[config.mk]
export PLATFORM = sky130hd
export DESIGN_NAME = irtl_seq
export DESIGN_NICKNAME = d
export VERILOG_FILES = /design/src/irtl_pkg.sv /design/src/irtl_seq.sv
export SDC_FILE = /design/constraint.sdc
export NUM_CORES = 1
export LEC_CHECK = 0
export BUFFER_PORTS_ARGS = -buffer_cell sky130_fd_sc_hd__buf_4
export CORE_AREA = 5 5 146 148
export DETAILED_ROUTE_END_ITERATION = 10
export DIE_AREA = 0 0 151 153
export HOLD_SLACK_MARGIN = 0.02
export SLEW_MARGIN = 20
export SYNTH_ARGS = -nofsm -noshare
export SYNTH_HDL_FRONTEND = slang
export SYNTH_SLANG_ARGS = --single-unit
[constraint.sdc]
create_clock -name clk -period 4.2 [get_ports clk]
set_input_delay 0.21 -clock clk [delete_from_list [all_inputs] [get_ports clk]]
set_output_delay 0.21 -clock clk [all_outputs]
set_load 0.01 [all_outputs]
[src/irtl_pkg.sv]
// shared types and constants for the ip range table lookup block
// no dependencies
package irtl_pkg;

    localparam int WORD_ADDR_BITS = 22;
    localparam int MAX_SCAN       = 256;
    localparam int SCAN_CNT_BITS  = $clog2(MAX_SCAN + 1);

    // first range-list word: byte 4 + 256*256*8
    localparam logic [WORD_ADDR_BITS-1:0] LIST_BASE_WORD =
        WORD_ADDR_BITS'((4 + 256 * 256 * 8) / 4);

    localparam logic [SCAN_CNT_BITS-1:0] MAX_SCAN_CNT = SCAN_CNT_BITS'(MAX_SCAN);

    localparam logic KIND_WRITE  = 1'b0;
    localparam logic KIND_LOOKUP = 1'b1;

    typedef enum logic [2:0] {
        ST_IDLE,
        ST_BASE,
        ST_OFF,
        ST_CNT,
        ST_LIM,
        ST_RD,
        ST_CMP
    } state_t;

    typedef struct packed {
        logic                      we;
        logic                      re;
        logic [WORD_ADDR_BITS-1:0] addr;
        logic [31:0]               wdata;
    } ram_req_t;

endpackage

[src/irtl_seq.sv]
// lookup sequencer: table writes, header reads, range-list scan, result register
// depends on irtl_pkg
module irtl_seq (
    input  logic                                clk,
    input  logic                                rst_n,
    input  logic                                start,
    input  logic                                kind,
    input  logic [irtl_pkg::WORD_ADDR_BITS-1:0] word_addr,
    input  logic [31:0]                         word_data,
    input  logic [31:0]                         ip_addr,
    output logic                                busy,
    output logic                                done,
    output logic [31:0]                         record_addr,
    output logic                                matched_in_block,
    output irtl_pkg::ram_req_t                  ram_req,
    input  logic [31:0]                         ram_rdata
);

    import irtl_pkg::*;

    state_t                    state_reg, state_next;
    logic [15:0]               hi16_reg, hi16_next;
    logic [7:0]                octet_reg, octet_next;
    logic [31:0]               base_reg, base_next;
    logic [WORD_ADDR_BITS-1:0] widx_reg, widx_next;
    logic [SCAN_CNT_BITS-1:0]  limit_reg, limit_next;
    logic [SCAN_CNT_BITS-1:0]  idx_reg, idx_next;
    logic [31:0]               record_reg, record_next;
    logic                      matched_reg, matched_next;
    logic                      done_reg, done_next;

    logic [WORD_ADDR_BITS-1:0] first_widx;
    logic                      scan_end;
    logic                      hit;

    // first-level entry word index: 1 + hi16*2
    assign first_widx = WORD_ADDR_BITS'({hi16_reg, 1'b1});
    assign scan_end   = (idx_reg == limit_reg);
    assign hit        = !scan_end && (octet_reg <= ram_rdata[7:0]);

    always_comb
    begin
        state_next = state_reg;
        case (state_reg)
            ST_IDLE:
            begin
                if (start && kind == KIND_LOOKUP)
                begin
                    state_next = ST_BASE;
                end
            end
            ST_BASE: state_next = ST_OFF;
            ST_OFF:  state_next = ST_CNT;
            ST_CNT:  state_next = ST_LIM;
            ST_LIM:  state_next = ST_RD;
            ST_RD:   state_next = ST_CMP;
            ST_CMP:
            begin
                if (hit || scan_end)
                begin
                    state_next = ST_IDLE;
                end
                else
                begin
                    state_next = ST_RD;
                end
            end
            default: state_next = ST_IDLE;
        endcase
    end

    always_comb
    begin
        ram_req       = '0;
        ram_req.wdata = word_data;
        busy          = 1'b1;
        case (state_reg)
            ST_IDLE:
            begin
                busy         = 1'b0;
                ram_req.we   = start && kind == KIND_WRITE;
                ram_req.addr = word_addr;
            end
            ST_BASE:
            begin
                ram_req.re   = 1'b1;
                ram_req.addr = '0;
            end
            ST_OFF:
            begin
                ram_req.re   = 1'b1;
                ram_req.addr = first_widx;
            end
            ST_CNT:
            begin
                ram_req.re   = 1'b1;
                ram_req.addr = first_widx + WORD_ADDR_BITS'(1);
            end
            ST_RD:
            begin
                ram_req.re   = 1'b1;
                ram_req.addr = widx_reg;
            end
            default:
            begin
                ram_req.re = 1'b0;
            end
        endcase
    end

    // datapath next values; read data arrives the cycle after its address
    always_comb
    begin
        hi16_next    = hi16_reg;
        octet_next   = octet_reg;
        base_next    = base_reg;
        widx_next    = widx_reg;
        limit_next   = limit_reg;
        idx_next     = idx_reg;
        record_next  = record_reg;
        matched_next = matched_reg;
        done_next    = 1'b0;
        case (state_reg)
            ST_IDLE:
            begin
                hi16_next  = ip_addr[31:16];
                octet_next = ip_addr[15:8];
            end
            ST_OFF:
            begin
                base_next = ram_rdata;
            end
            ST_CNT:
            begin
                // offset is taken word aligned
                widx_next = LIST_BASE_WORD + ram_rdata[WORD_ADDR_BITS+1:2];
            end
            ST_LIM:
            begin
                limit_next = (ram_rdata > 32'(MAX_SCAN)) ? MAX_SCAN_CNT
                                                         : ram_rdata[SCAN_CNT_BITS-1:0];
                idx_next   = '0;
            end
            ST_CMP:
            begin
                if (hit || scan_end)
                begin
                    record_next  = base_reg + {8'd0, ram_rdata[31:8]};
                    matched_next = hit;
                    done_next    = 1'b1;
                end
                else
                begin
                    idx_next  = idx_reg + SCAN_CNT_BITS'(1);
                    widx_next = widx_reg + WORD_ADDR_BITS'(1);
                end
            end
            default:
            begin
                done_next = 1'b0;
            end
        endcase
    end

    always_ff @(posedge clk or negedge rst_n)
    begin
        if (!rst_n)
        begin
            state_reg <= ST_IDLE;
            done_reg  <= 1'b0;
        end
        else
        begin
            state_reg <= state_next;
            done_reg  <= done_next;
        end
    end

    always_ff @(posedge clk)
    begin
        hi16_reg    <= hi16_next;
        octet_reg   <= octet_next;
        base_reg    <= base_next;
        widx_reg    <= widx_next;
        limit_reg   <= limit_next;
        idx_reg     <= idx_next;
        record_reg  <= record_next;
        matched_reg <= matched_next;
    end

    assign done             = done_reg;
    assign record_addr      = record_reg;
    assign matched_in_block = matched_reg;

endmodule

==> results of run 1 <==
-- stage by stage --
stage	hold slack (ns)	total power (uW)	worst slack (ns)
after floorplan	-0.0856	3600	0.733
after global placement	0.00977	4340	1.23
after detailed placement	0.00835	4360	1.20
after CTS	0.0276	5820	1.10
after global routing	0.0322	6130	0.912
final	0.0477	5770	1.13
-- placed cells by master (no fill, tap or decap), drive strengths merged, types with 8 or more instances in the layout --
| master | count |
|---|---|
| nor3 | 9 |
| nand3 | 28 |
| dlygate4sd3 | 39 |
| and4 | 9 |
| and2 | 9 |
| a21oi | 35 |
| nand2 | 72 |
| xnor2 | 56 |
| nand4 | 16 |
| and3 | 14 |
| o21ai | 39 |
| edfxtp | 129 |
| o221ai | 12 |
| mux2i | 20 |
| inv | 19 |
| ha | 37 |
| nor4 | 8 |
| nor2 | 52 |
| xor2 | 41 |
| clkbuf | 29 |
| buf | 145 |
-- final cells by class --
type,count,area [sq um]
Clock buffer,29,561
Clock inverter,3,15.0
Fill cell,1799,9680
Inverter,19,71.3
Multi-Input combinational cell,543,3790
Sequential cell,133,3970
Tap cell,270,338
Timing Repair Buffer,184,1480
-- cell families after synthesis --
family                     after synthesis  synth area share
muxes                                   23            0.0287
DFF                                    133             0.488
and+or+nand+nor                        236             0.147
buffers and inverters                   72            0.0486
xor gates and xnor gates                97             0.104
AOI/OAI and AO/OA                      149             0.123
adders and majority gates               38            0.0593
-- report_power, final --
group	switching, uW	total, uW	internal (uW)
Clock	529	1420	895
Combinational	1210	2130	920
Sequential	262	2210	1950
Total	2010	5770	3760
-- worst register-to-register path, delay by kind of cell (launching register included) --
kind	cells	cell delay (ns)
adders and majority gates	1	0.29
AOI/OAI and AO/OA	4	0.96
and+or+nand+nor	2	0.58
buffers and inverters	1	0.39
DFF	1	0.36
-- worst max path at each step --
stage,slack [ns],start,endpoint
after detailed placement,1.20,ram_rdata[1],record_addr[22]
final,1.13,ram_rdata[1],record_addr[22]
after floorplan,0.73,octet_reg[1],matched_in_block
after CTS,1.10,ram_rdata[1],record_addr[22]
after global routing,0.91,ram_rdata[5],record_addr[16]
after global placement,1.23,ram_rdata[1],record_addr[22]
-- routing by layer --
metal / wire, um / GRT usage
met2: 10000 / 0.289
met1: 8480 / 0.226
met4: 318 / 0.0518
met5: 0 / 0
met3: 1210 / 0.0370
==> Flow_metrics.wiki, run 1 <==
{| class="wikitable"
! Metric !! Value
|-
| Run status || finished, final reports clean
|-
| Standard-cell row count || 52
|-
| Category of cells accounting for the largest share of critical-path delay || buffers and inverters
|-
| DIE HEIGHT || 153 um
|-
| Ys flop type || sky130_fd_sc_hd__edfxtp_1
|-
| Synth cell types || 65
|-
| Post-synthesis cell type with the largest combined area || sky130_fd_sc_hd__edfxtp_1
|-
| Via count normalized by instance count || 5.23
|-
| HPWL Detailed || 15100 um
|-
| Hold Crit Start || ram_rdata[17]
|-
| RD Place Congestion || 0.903
|-
| Summed negative setup slack over all endpoints || 0 ns
|-
| Mapped cell area || 8140 sq um
|-
| Detailed Route Iter0 Violations || 382
|-
| Final Max Slew Viols || 0
|-
| Synthesized netlist net count || 908
|-
| Final design utilization || 0.514
|-
| Die footprint || 23100 sq um
|-
| Via count of the first global-routing pass || 5958
|-
| Highest ir drop seen on vdd || 0.501 mV
|-
| Remaining antenna violation count after routing || 0
|-
| Number of nets in the layout || 1058
|-
| Critical path buffers and inverters || 4
|-
| Longest Clk Path Bufs || 2
|-
| Overall via count from detail_route || 6177
|-
| Clock buffer count from CTS || 17
|-
| Most numerous cell in the Yosys netlist || sky130_fd_sc_hd__edfxtp_1
|-
| Minimum period implied by the final worst setup slack || 3.07 ns
|-
| # diodes || 0
|-
| Critical R2R Launch || octet_reg[1]
|-
| Resized Gates After CTS || 0
|-
| Proportion of layout cells with a drive suffix above 1 || 0.215
|-
| Delay contributed by the slowest stage of the critical path || 0.52 ns
|-
| Count of input and output buffers || 140
|-
| Critical Path Sink Type || register
|-
| Crit-path max FO || 25
|-
| Placed cell count || 1110
|-
| Number of H-tree levels || 4
|-
| Number of cell instances on the worst register-to-register path || 8
|-
| Number of antenna violations at the first check in global routing || 0
|-
| RSZ-0062 raised after global routing || false
|-
| Area delta synth->final || 25.6%
|-
| Largest net degree at the start of global routing || 34
|-
| Total power divided by cell area || 564 nW/um^2
|-
| Yosys top cell area share || 0.476
|-
| Maximum clock rate || 0.326 GHz
|-
| Sum of overflow across all layers after global routing || 0
|-
| Sequential-to-total area share from yosys stat || 0.488
|-
| Final clock skew || 0.00987 ns
|-
| Final instance area || 10200 sq um
|-
| Global-route wire length before repair || 31500 um
|-
| End of the worst register-to-register path || record_addr[22]
|-
| Most used cell along the critical path || sky130_fd_sc_hd__o21a_1
|-
| CTS tree || yes
|-
| Part of the cycle the worst path needs || 0.730
|-
| Total global-route track usage || 0.173
|-
| Final routed DRC violation total || 0
|-
| Required time at the endpoint of the critical path || 4.28 ns
|-
| Max Cap Violations || 0
|-
| Post-synth EDFFs || 129
|-
| Clock input transition at the sequential cells of the worst setup and hold paths || 0.06 ns
|-
| Clock insertion delay at the later pin of the skew report || 0.42 ns
|-
| Async SR Flop Fraction || 0.0301
|-
| Cell breakdown of the critical path || dlygate4sd3_1 > buf_4 > inv_1 > ha_1 > nor2b_1 > o21a_1 > o21a_1 > o21a_1 > o21bai_1 > nor2b_4 > buf_4
|-
| Synthesized instance count || 748
|-
| #FFs+latches synth || 133
|-
| Yosys Warn Count || 0
|-
| Detailed Routing Iterations Pass 1 || 5
|-
| Setup Buffers After CTS || 0
|-
| Dominant cells by area after synthesis || sky130_fd_sc_hd__edfxtp_1, sky130_fd_sc_hd__xnor2_1, sky130_fd_sc_hd__ha_1
|-
| Worst endpoint data arrival time || 3.15 ns
|-
| Starting utilization of the core area || 0.409
|-
| Path type of the worst min-delay path || input pin to register
|-
| Core area || 19900 sq um
|-
| Cell Count, Final, Fillers Out || 1181
|-
| Routed wirelength normalized by instance count || 17.0 um
|-
| Most frequent cells after synthesis || sky130_fd_sc_hd__edfxtp_1, sky130_fd_sc_hd__nand2_1, sky130_fd_sc_hd__xnor2_1
|-
| Leak || 0.00391 uW
|-
| # clock sinks || 133
|-
| Hold violation count in the final report || 0
|-
| Total Routed Length || 20000 um
|-
| Slew headroom || 0.290
|-
| Number of failing setup endpoints in the final timing report || 0
|-
| Die Wd || 151 um
|-
| Cell at the root of the clock tree || sky130_fd_sc_hd__clkbuf_16
|-
| IO Pins || 213
|-
| Area of placed instances || 9260 sq um
|-
| Number of cells on the critical path || 11
|-
| Slowest cell on the critical path || sky130_fd_sc_hd__dlygate4sd3_1
|-
| Critical path startpoint category || input pin
|-
| Critical path type || input pin to register
|-
| Number of cells on the worst hold path || 1
|-
| Post-CTS Hold Fix Bufs || 39
|-
| Slew at the pin closest to its max-slew limit || 1.06 ns
|-
| Mean post-synth cell area || 10.9 sq um
|-
| Worst-case register-to-register setup slack || 1.25 ns
|-
| End of the worst hold path || base_reg[17]
|}
(Power assumes the default switching activity.)
==> run 2: changes to the inputs <==
--- a/config.mk
+++ b/config.mk
@@ -5,11 +5,13 @@
 export SDC_FILE = /design/constraint.sdc
 export NUM_CORES = 1
 export LEC_CHECK = 0
+export ABC_AREA = 1
 export BUFFER_PORTS_ARGS = -buffer_cell sky130_fd_sc_hd__buf_4
-export CORE_AREA = 5 5 146 148
+export CORE_AREA = 5 5 151 153
 export DETAILED_ROUTE_END_ITERATION = 10
-export DIE_AREA = 0 0 151 153
+export DIE_AREA = 0 0 156 158
 export HOLD_SLACK_MARGIN = 0.02
+export PLACE_DENSITY = 0.67
 export SLEW_MARGIN = 20
 export SYNTH_ARGS = -nofsm -noshare
 export SYNTH_HDL_FRONTEND = slang
==> constraint.sdc (replaced) <==
create_clock -name clk -period 2.8 [get_ports clk]
set_input_delay 0.14 -clock clk [delete_from_list [all_inputs] [get_ports clk]]
set_output_delay 0.14 -clock clk [all_outputs]
set_load 0.01 [all_outputs]
==> run 2 against run 1 <==
Global-route usage rose by 2.6 points; final cell count increased by 31%; non-clock buffer count up 26; largest power group is now combinational cells; largest cell class is now multi-input combinational cells; flip-flop and latch count stayed put; area after synthesis is 8.4% higher; wire length increased by 21%; combinational power is 64% higher; sequential power increased by 46%; power is 56% higher; clock skew grew 0.0019 ns.
==> Flow_metrics.wiki, run 2 <==
{| class="wikitable"
! Metric !! Value
|-
| Synthesized netlist net count || 1230 (+35%)
|-
| Summed negative setup slack over all endpoints || 0 ns (unchanged)
|-
| Cell Count, Final, Fillers Out || 1551 (+31%)
|-
| Critical Path Sink Type || register
|-
| Post-synth EDFFs || 129 (unchanged)
|-
| Highest ir drop seen on vdd || 0.441 mV (-12%)
|-
| Required time at the endpoint of the critical path || 2.90 ns (-1.38 ns)
|-
| Number of failing setup endpoints in the final timing report || 0 (unchanged)
|-
| IO Pins || 213 (unchanged)
|-
| Die Wd || 156 um (+3.3%)
|-
| Internal power || 5610 uW (+49%)
|-
| Maximum clock rate || 0.387 GHz
|-
| Placed cell count || 1459 (+31%)
|-
| RD Place Congestion || 0.928 (+2.7%)
|-
| Crit-path max FO || 22 (-12%)
|-
| Leak || 0.00494 uW (+26%)
|-
| Power share of the combinational group || 0.389 (+0.019)
|-
| Switching part of the total power || 0.377 (+0.0287)
|-
| Remaining antenna violation count after routing || 0 (unchanged)
|-
| CTS tree || yes
|-
| Critical R2R Launch || octet_reg[7]
|-
| Proportion of layout cells with a drive suffix above 1 || 0.178 (-0.0373)
|-
| HPWL Detailed || 18400 um (+22%)
|-
| Slew headroom || 0.538 (+0.247)
|-
| Via count of the first global-routing pass || 7795 (+31%)
|-
| Ys flop type || sky130_fd_sc_hd__edfxtp_1
|-
| Global-route wire length before repair || 38900 um (+24%)
|-
| Detailed Route Iter0 Violations || 664 (+74%)
|-
| Number of H-tree levels || 4 (unchanged)
|-
| Synth cell types || 46 (-29%)
|-
| Core area || 21400 sq um (+7.6%)
|-
| # diodes || 0 (unchanged)
|-
| Slew at the pin closest to its max-slew limit || 0.692 ns (-0.373 ns)
|-
| Cell at the root of the clock tree || sky130_fd_sc_hd__clkbuf_16
|-
| Hold violation count in the final report || 0 (unchanged)
|-
| Via count normalized by instance count || 5.13 (-1.9%)
|-
| Minimum period implied by the final worst setup slack || 2.58 ns
|-
| Path type of the worst min-delay path || input pin to asynchronous set/reset pin
|-
| Yosys top cell area share || 0.439 (-0.0367)
|-
| Mean post-synth cell area || 8.24 sq um (-24%)
|-
| # clock sinks || 133 (unchanged)
|-
| Die footprint || 24600 sq um (+6.7%)
|-
| Number of cell instances on the worst register-to-register path || 8 (unchanged)
|-
| Area delta synth->final || 27.5%
|-
| Net load switching power || 3390 uW (+69%)
|-
| #FFs+latches synth || 133 (unchanged)
|-
| Sequential Power Share || 0.357 (-0.026)
|-
| Final clock skew || 0.0117 ns (+0.00187 ns)
|-
| Largest net degree at the start of global routing || 35 (+2.9%)
|-
| Final routed DRC violation total || 0 (unchanged)
|-
| Run status || finished, final reports clean
|-
| Resized Gates After CTS || 0 (unchanged)
|-
| Clock insertion delay at the later pin of the skew report || 0.43 ns (about the same)
|-
| RSZ-0062 raised after global routing || false
|-
| Standard-cell row count || 54 (+3.8%)
|-
| Yosys Warn Count || 0 (unchanged)
|-
| Number of nets in the layout || 1418 (+34%)
|-
| Async SR Flop Fraction || 0.0301 (unchanged)
|-
| Critical path startpoint category || input pin
|-
| Count of input and output buffers || 140 (unchanged)
|-
| Total power divided by cell area || 801 nW/um^2 (+42%)
|-
| Dominant cells by area after synthesis || sky130_fd_sc_hd__edfxtp_1, sky130_fd_sc_hd__nand2_1, sky130_fd_sc_hd__inv_1
|-
| Routed wirelength normalized by instance count || 15.7 um (-7.6%)
|-
| Number of antenna violations at the first check in global routing || 0 (unchanged)
|-
| Post-synthesis cell type with the largest combined area || sky130_fd_sc_hd__edfxtp_1
|-
| Final Max Slew Viols || 0 (unchanged)
|-
| Worst endpoint data arrival time || 2.68 ns (-0.47 ns)
|-
| Sum of overflow across all layers after global routing || 0 (unchanged)
|-
| Longest Clk Path Bufs || 2 (unchanged)
|-
| Relative contribution of the clock network to total power || 0.254 (+0.007)
|-
| Sequential-to-total area share from yosys stat || 0.451 (-0.0377)
|-
| Commonest non-fill, non-tap cell in the layout || sky130_fd_sc_hd__nand2_1
|-
| Synthesized instance count || 1070 (+43%)
|-
| End of the worst register-to-register path || widx_reg[7]
|-
| Total global-route track usage || 0.199 (+0.0256)
|-
| Commonest cells after routing, fill and taps aside || sky130_fd_sc_hd__nand2_1, sky130_fd_sc_hd__buf_4, sky130_fd_sc_hd__edfxtp_1, sky130_fd_sc_hd__inv_1, sky130_fd_sc_hd__nor2_1
|-
| Clock input transition at the sequential cells of the worst setup and hold paths || 0.06 ns (about the same)
|-
| Most numerous cell in the Yosys netlist || sky130_fd_sc_hd__nand2_1
|-
| Clock buffer count from CTS || 17 (unchanged)
|-
| DIE HEIGHT || 158 um (+3.3%)
|-
| Critical path type || input pin to register
|-
| Overall via count from detail_route || 7957 (+29%)
|-
| Detailed Routing Iterations Pass 1 || 7 (+2)
|-
| Total Routed Length || 24300 um (+21%)
|-
| Starting utilization of the core area || 0.412 (+0.00298)
|-
| Part of the cycle the worst path needs || 0.923
|-
| Max Cap Violations || 0 (unchanged)
|-
| Most frequent cells after synthesis || sky130_fd_sc_hd__nand2_1, sky130_fd_sc_hd__edfxtp_1, sky130_fd_sc_hd__inv_1
|-
| Mapped cell area || 8820 sq um (+8.4%)
|-
| Worst-case register-to-register setup slack || 0.28 ns (-0.97 ns)
|}
[run 2: cell types whose count changed in the layout (fill, tap and decap cells not counted), sizes merged, moves of 10 or more]
| cell | before | now |
|---|---|---|
| a21oi | 35 | 50 |
| and3 | 14 | 0 |
| clkbuf | 29 | 18 |
| dlygate4sd3 | 39 | 59 |
| inv | 19 | 137 |
| mux2i | 20 | 0 |
| nand2 | 72 | 283 |
| nand3 | 28 | 66 |
| nor2 | 52 | 115 |
| nor3 | 9 | 34 |
| o21ai | 39 | 52 |
| o221ai | 12 | 1 |
| xnor2 | 56 | 10 |
| xor2 | 41 | 31 |
[run 2: per-layer routing]
| metal | wire (um) | GRT usage | up-vias |
|---|---|---|---|
| met5 | 0 | 0 | - |
| met4 | 531 | 0.0634 | 0 |
| met3 | 1360 | 0.0394 | 45 |
| met2 | 11700 | 0.330 | 262 |
| met1 | 10700 | 0.263 | 3696 |
| li1 | - | - | 3954 |
[run 2: logic make-up after synthesis]
| logic type | Yosys count | synth area share |
|---|---|---|
| adder cells (fa/ha/maj) | 38 | 0.0548 |
| buffers and inverters | 177 | 0.0901 |
| flip-flops | 133 | 0.451 |
| AND/OR/NAND/NOR | 543 | 0.274 |
| AO/OA/AOI/OAI | 138 | 0.0899 |
| XOR/XNOR | 41 | 0.0407 |
[run 2: layout make-up]
class / count / area [sq um]
clock buffer: 18 / 429
timing repair buffer: 210 / 1740
multi-input combinational: 760 / 4080
inverter: 136 / 510
tap: 280 / 350
clock inverter: 14 / 160
fill: 2002 / 10200
sequential: 133 / 3970
[run 2: power by group through the flow]
| stage | sequential (uW) | combinational (uW) | clock, uW |
|---|---|---|---|
| 6_report | 3220 | 3500 | 2290 |
| 3_3_place_gp | 3240 | 3370 | 0 |
| 2_1_floorplan | 3180 | 2180 | 0 |
| 5_1_grt | 3270 | 3900 | 2400 |
| 4_1_cts | 3210 | 3500 | 2300 |
| 3_5_place_dp | 3250 | 3410 | 0 |
[run 2: critical path, cell delays in order]
cell and delay, ns:
sky130_fd_sc_hd__dlygate4sd3_1 0.52, sky130_fd_sc_hd__buf_4 0.13, sky130_fd_sc_hd__inv_1 0.07, sky130_fd_sc_hd__ha_1 0.30
sky130_fd_sc_hd__nand2_1 0.06, sky130_fd_sc_hd__inv_1 0.06, sky130_fd_sc_hd__nand2_1 0.05, sky130_fd_sc_hd__nand2_1 0.06
sky130_fd_sc_hd__nand2_1 0.05, sky130_fd_sc_hd__a21oi_1 0.51, sky130_fd_sc_hd__nand3_1 0.29, sky130_fd_sc_hd__nand2_1 0.12
sky130_fd_sc_hd__buf_4 0.31
[run 2: worst max path at each step]
stage,from,endpoint,slack [ns],cells after the start
after detailed placement,octet_reg[3],record_addr[2],0.26,7
after global placement,octet_reg[3],record_addr[2],0.32,7
after global routing,ram_rdata[3],idx_reg[1],0.06,12
after CTS,ram_rdata[5],record_addr[6],0.18,9
after floorplan,octet_reg[3],matched_in_block,0.37,7
final,ram_rdata[3],widx_reg[7],0.22,13
[run 2: repair_timing]
item	4_1_cts	5_1_grt
hold buffers	59	0
hold endpoints to repair	61	0
buffers inserted	0	0
[run 2: per-stage QoR]
stage	hold slack [ns]	total power [uW]	worst slack (ns)	instance area, sq um	util
2_1_floorplan	-0.156	5360	0.366	8820	-
3_3_place_gp	-0.0570	6610	0.325	10000	0.469
5_1_grt	0.0586	9570	0.0627	11200	0.525
4_1_cts	0.0488	9010	0.180	11200	0.524
6_report	0.0508	9000	0.215	11200	0.525
3_5_place_dp	-0.0567	6660	0.264	10000	0.469
==> run 3: changes to the inputs <==
--- a/config.mk
+++ b/config.mk
@@ -7,9 +7,9 @@
 export LEC_CHECK = 0
 export ABC_AREA = 1
 export BUFFER_PORTS_ARGS = -buffer_cell sky130_fd_sc_hd__buf_4
-export CORE_AREA = 5 5 151 153
+export CORE_AREA = 5 5 139 167
 export DETAILED_ROUTE_END_ITERATION = 10
-export DIE_AREA = 0 0 156 158
+export DIE_AREA = 0 0 144 172
 export HOLD_SLACK_MARGIN = 0.02
 export PLACE_DENSITY = 0.67
 export SLEW_MARGIN = 20
==> run 3 against run 2 <==
First-iteration DRC count decreased by 24%; fmax increased by 8.7%; core utilization decreased by 0.51 points; worst hold slack got worse by 0.020 ns; via count decreased by 1.2%; cell area decreased by 0.67%; clock power decreased by 10%; setup slack improved by 0.21 ns; critical endpoint is now widx_reg[19]; largest cell class unchanged; largest power group unchanged.
==> Flow_metrics.wiki, run 3 (synthesized netlist as in run 2, its figures left out) <==
{| class="wikitable"
! Metric !! Value
|-
| Part of the cycle the worst path needs || 0.850 (-0.0736)
|-
| Final instance area || 11200 sq um (-0.67%)
|-
| Summed negative setup slack over all endpoints || 0 ns (unchanged)
|-
| Hold violation count in the final report || 0 (unchanged)
|-
| Overall via count from detail_route || 7863 (-1.2%)
|-
| Global-route wire length before repair || 37800 um (-2.8%)
|-
| Via count normalized by instance count || 5.09 (-0.86%)
|-
| Highest ir drop seen on vdd || 0.827 mV (+87%)
|-
| Sum of overflow across all layers after global routing || 0 (unchanged)
|-
| Core area || 21500 sq um (+0.30%)
|-
| # diodes || 0 (unchanged)
|-
| Critical path startpoint category || input pin
|-
| DIE HEIGHT || 172 um (+8.9%)
|-
| Clock insertion delay at the later pin of the skew report || 0.43 ns (about the same)
|-
| Cell at the root of the clock tree || sky130_fd_sc_hd__clkbuf_16
|-
| # clock sinks || 133 (unchanged)
|-
| Area delta synth->final || 26.6%
|-
| HPWL Detailed || 18700 um (+1.9%)
|-
| Layout filler cell count || 1986 (-0.80%)
|-
| Final clock skew || 0.0139 ns (+0.00216 ns)
|-
| Slew at the pin closest to its max-slew limit || 0.714 ns (+0.0227 ns)
|-
| Via count of the first global-routing pass || 7796 (+0.013%)
|-
| Total global-route track usage || 0.194 (-0.00493)
|-
| Slowest cell on the critical path || sky130_fd_sc_hd__dlygate4sd3_1
|-
| Die Wd || 144 um (-7.7%)
|-
| Count of input and output buffers || 140 (unchanged)
|-
| Maximum clock rate || 0.420 GHz (+8.7%)
|-
| Detailed Route Iter0 Violations || 504 (-24%)
|-
| Clock input transition at the sequential cells of the worst setup and hold paths || 0.06 ns (about the same)
|-
| Number of H-tree levels || 4 (unchanged)
|-
| Cell breakdown of the critical path || dlygate4sd3_1 > buf_4 > inv_1 > ha_1 > nand2_1 > nor2_1 > nor2_1 > a21oi_1 > nand3_1 > nand2_1 > buf_4
|-
| Remaining antenna violation count after routing || 0 (unchanged)
|-
| Total power divided by cell area || 785 nW/um^2 (-2.0%)
|-
| Setup Buffers After CTS || 0 (unchanged)
|-
| Commonest cells after routing, fill and taps aside || sky130_fd_sc_hd__nand2_1, sky130_fd_sc_hd__buf_4, sky130_fd_sc_hd__edfxtp_1, sky130_fd_sc_hd__inv_1, sky130_fd_sc_hd__nor2_1
|-
| Max Cap Violations || 0 (unchanged)
|-
| Path type of the worst min-delay path || input pin to register
|-
| IO Pins || 213 (unchanged)
|-
| Critical path buffers and inverters || 4 (-1)
|-
| Proportion of layout cells with a drive suffix above 1 || 0.182 (+0.00379)
|-
| Resized Gates After CTS || 0 (unchanged)
|-
| CTS tree || yes
|-
| Seq. cell area || 3970 sq um (unchanged)
|-
| Run status || finished, final reports clean
|-
| RD Place Congestion || 0.903 (-2.7%)
|-
| Area taken by multi-input logic gates || 4080 sq um (unchanged)
|-
| Delay contributed by the slowest stage of the critical path || 0.55 ns (+0.03 ns)
|-
| Final routed DRC violation total || 0 (unchanged)
|-
| Total Routed Length || 24100 um (-0.87%)
|-
| Post-CTS Hold Fix Bufs || 58 (-1.7%)
|-
| Routed wirelength normalized by instance count || 15.6 um (-0.55%)
|-
| Largest net degree at the start of global routing || 34 (-2.9%)
|-
| Minimum period implied by the final worst setup slack || 2.38 ns (-0.206 ns)
|-
| Worst endpoint data arrival time || 2.47 ns (-0.21 ns)
|-
| Critical Path Sink Type || register
|-
| Die footprint || 24800 sq um (+0.49%)
|-
| Number of nets in the layout || 1419 (+0.071%)
|-
| Category of cells accounting for the largest share of critical-path delay || buffers and inverters
|-
| Clock buffer count from CTS || 17 (unchanged)
|-
| Slew headroom || 0.523 (-0.0152)
|-
| Longest Clk Path Bufs || 2 (unchanged)
|-
| Final Max Slew Viols || 0 (unchanged)
|-
| Required time at the endpoint of the critical path || 2.89 ns (about the same)
|-
| Leak || 0.00490 uW (-0.69%)
|-
| Area of placed instances || 10100 sq um (+0.15%)
|-
| Number of failing setup endpoints in the final timing report || 0 (unchanged)
|-
| Critical path type || input pin to register
|-
| Number of antenna violations at the first check in global routing || 0 (unchanged)
|-
| Detailed Routing Iterations Pass 1 || 7 (unchanged)
|-
| Commonest non-fill, non-tap cell in the layout || sky130_fd_sc_hd__nand2_1
|-
| RSZ-0062 raised after global routing || false
|-
| Standard-cell row count || 59 (+9.3%)
|-
| Starting utilization of the core area || 0.411 (-0.00122)
|-
| Crit-path max FO || 22 (unchanged)
|}
-- run 3: changes by cell type in the layout (fill, tap and decap cells not counted), sizes merged --
cell and delta:
clkinv -1, inv +1, dlygate4sd3 -1, bufinv -3
clkinvlp +3, buf +2
-- run 3: report_power, final --
part / total (uW) / leakage (uW) / internal [uW] / switching (uW)
combinational: 3510 / 0.00341 / 1340 / 2170
sequential: 3200 / 0.00125 / 2890 / 313
clock: 2050 / 0.000245 / 1140 / 916
-- run 3: per-layer routing --
layer | up-vias | wire [um] | global-route usage
li1 | 3951 | - | -
met1 | 3627 | 9600 | 0.220
met2 | 247 | 12700 | 0.363
met3 | 38 | 1190 | 0.0349
met4 | 0 | 589 | 0.0667
met5 | - | 0 | 0
-- run 3: worst paths after layout --
check | startpoint | depth (start not counted) | endpoint | slack, ns
setup / recovery | ram_rdata[7] | 11 | widx_reg[19] | 0.42
setup reg to reg | octet_reg[7] | 8 | widx_reg[19] | 0.53
max in group asynchronous | rst_n | 2 | state_reg[1] | 2.65
hold reg to reg | base_reg[0] | 1 | record_addr[0] | 0.56
min in group asynchronous | rst_n | 2 | done | 0.05
hold / removal | ram_rdata[9] | 1 | base_reg[9] | 0.03
-- run 3: area by class of cell --
class                   instances  share of cell area
clock buffers                  18              0.0384
clock inverters                14             0.00963
inverters                     136              0.0457
multi-input cells             760               0.365
flip-flops and latches        133               0.356
well taps                     274              0.0307
repair buffers                211               0.155
-- run 3: per-stage QoR --
stage          instances  worst slack [ns]  total power (uW)   util  hold slack, ns
6_report            1546             0.421              8760  0.520          0.0309
5_1_grt             1546             0.206              9340  0.520          0.0319
4_1_cts             1546             0.393              8830  0.520          0.0220
3_5_place_dp        1456             0.530              6690  0.468         -0.0608
3_3_place_gp        1456             0.571              6630  0.468         -0.0641
2_1_floorplan       1070             0.366              5360      -          -0.156
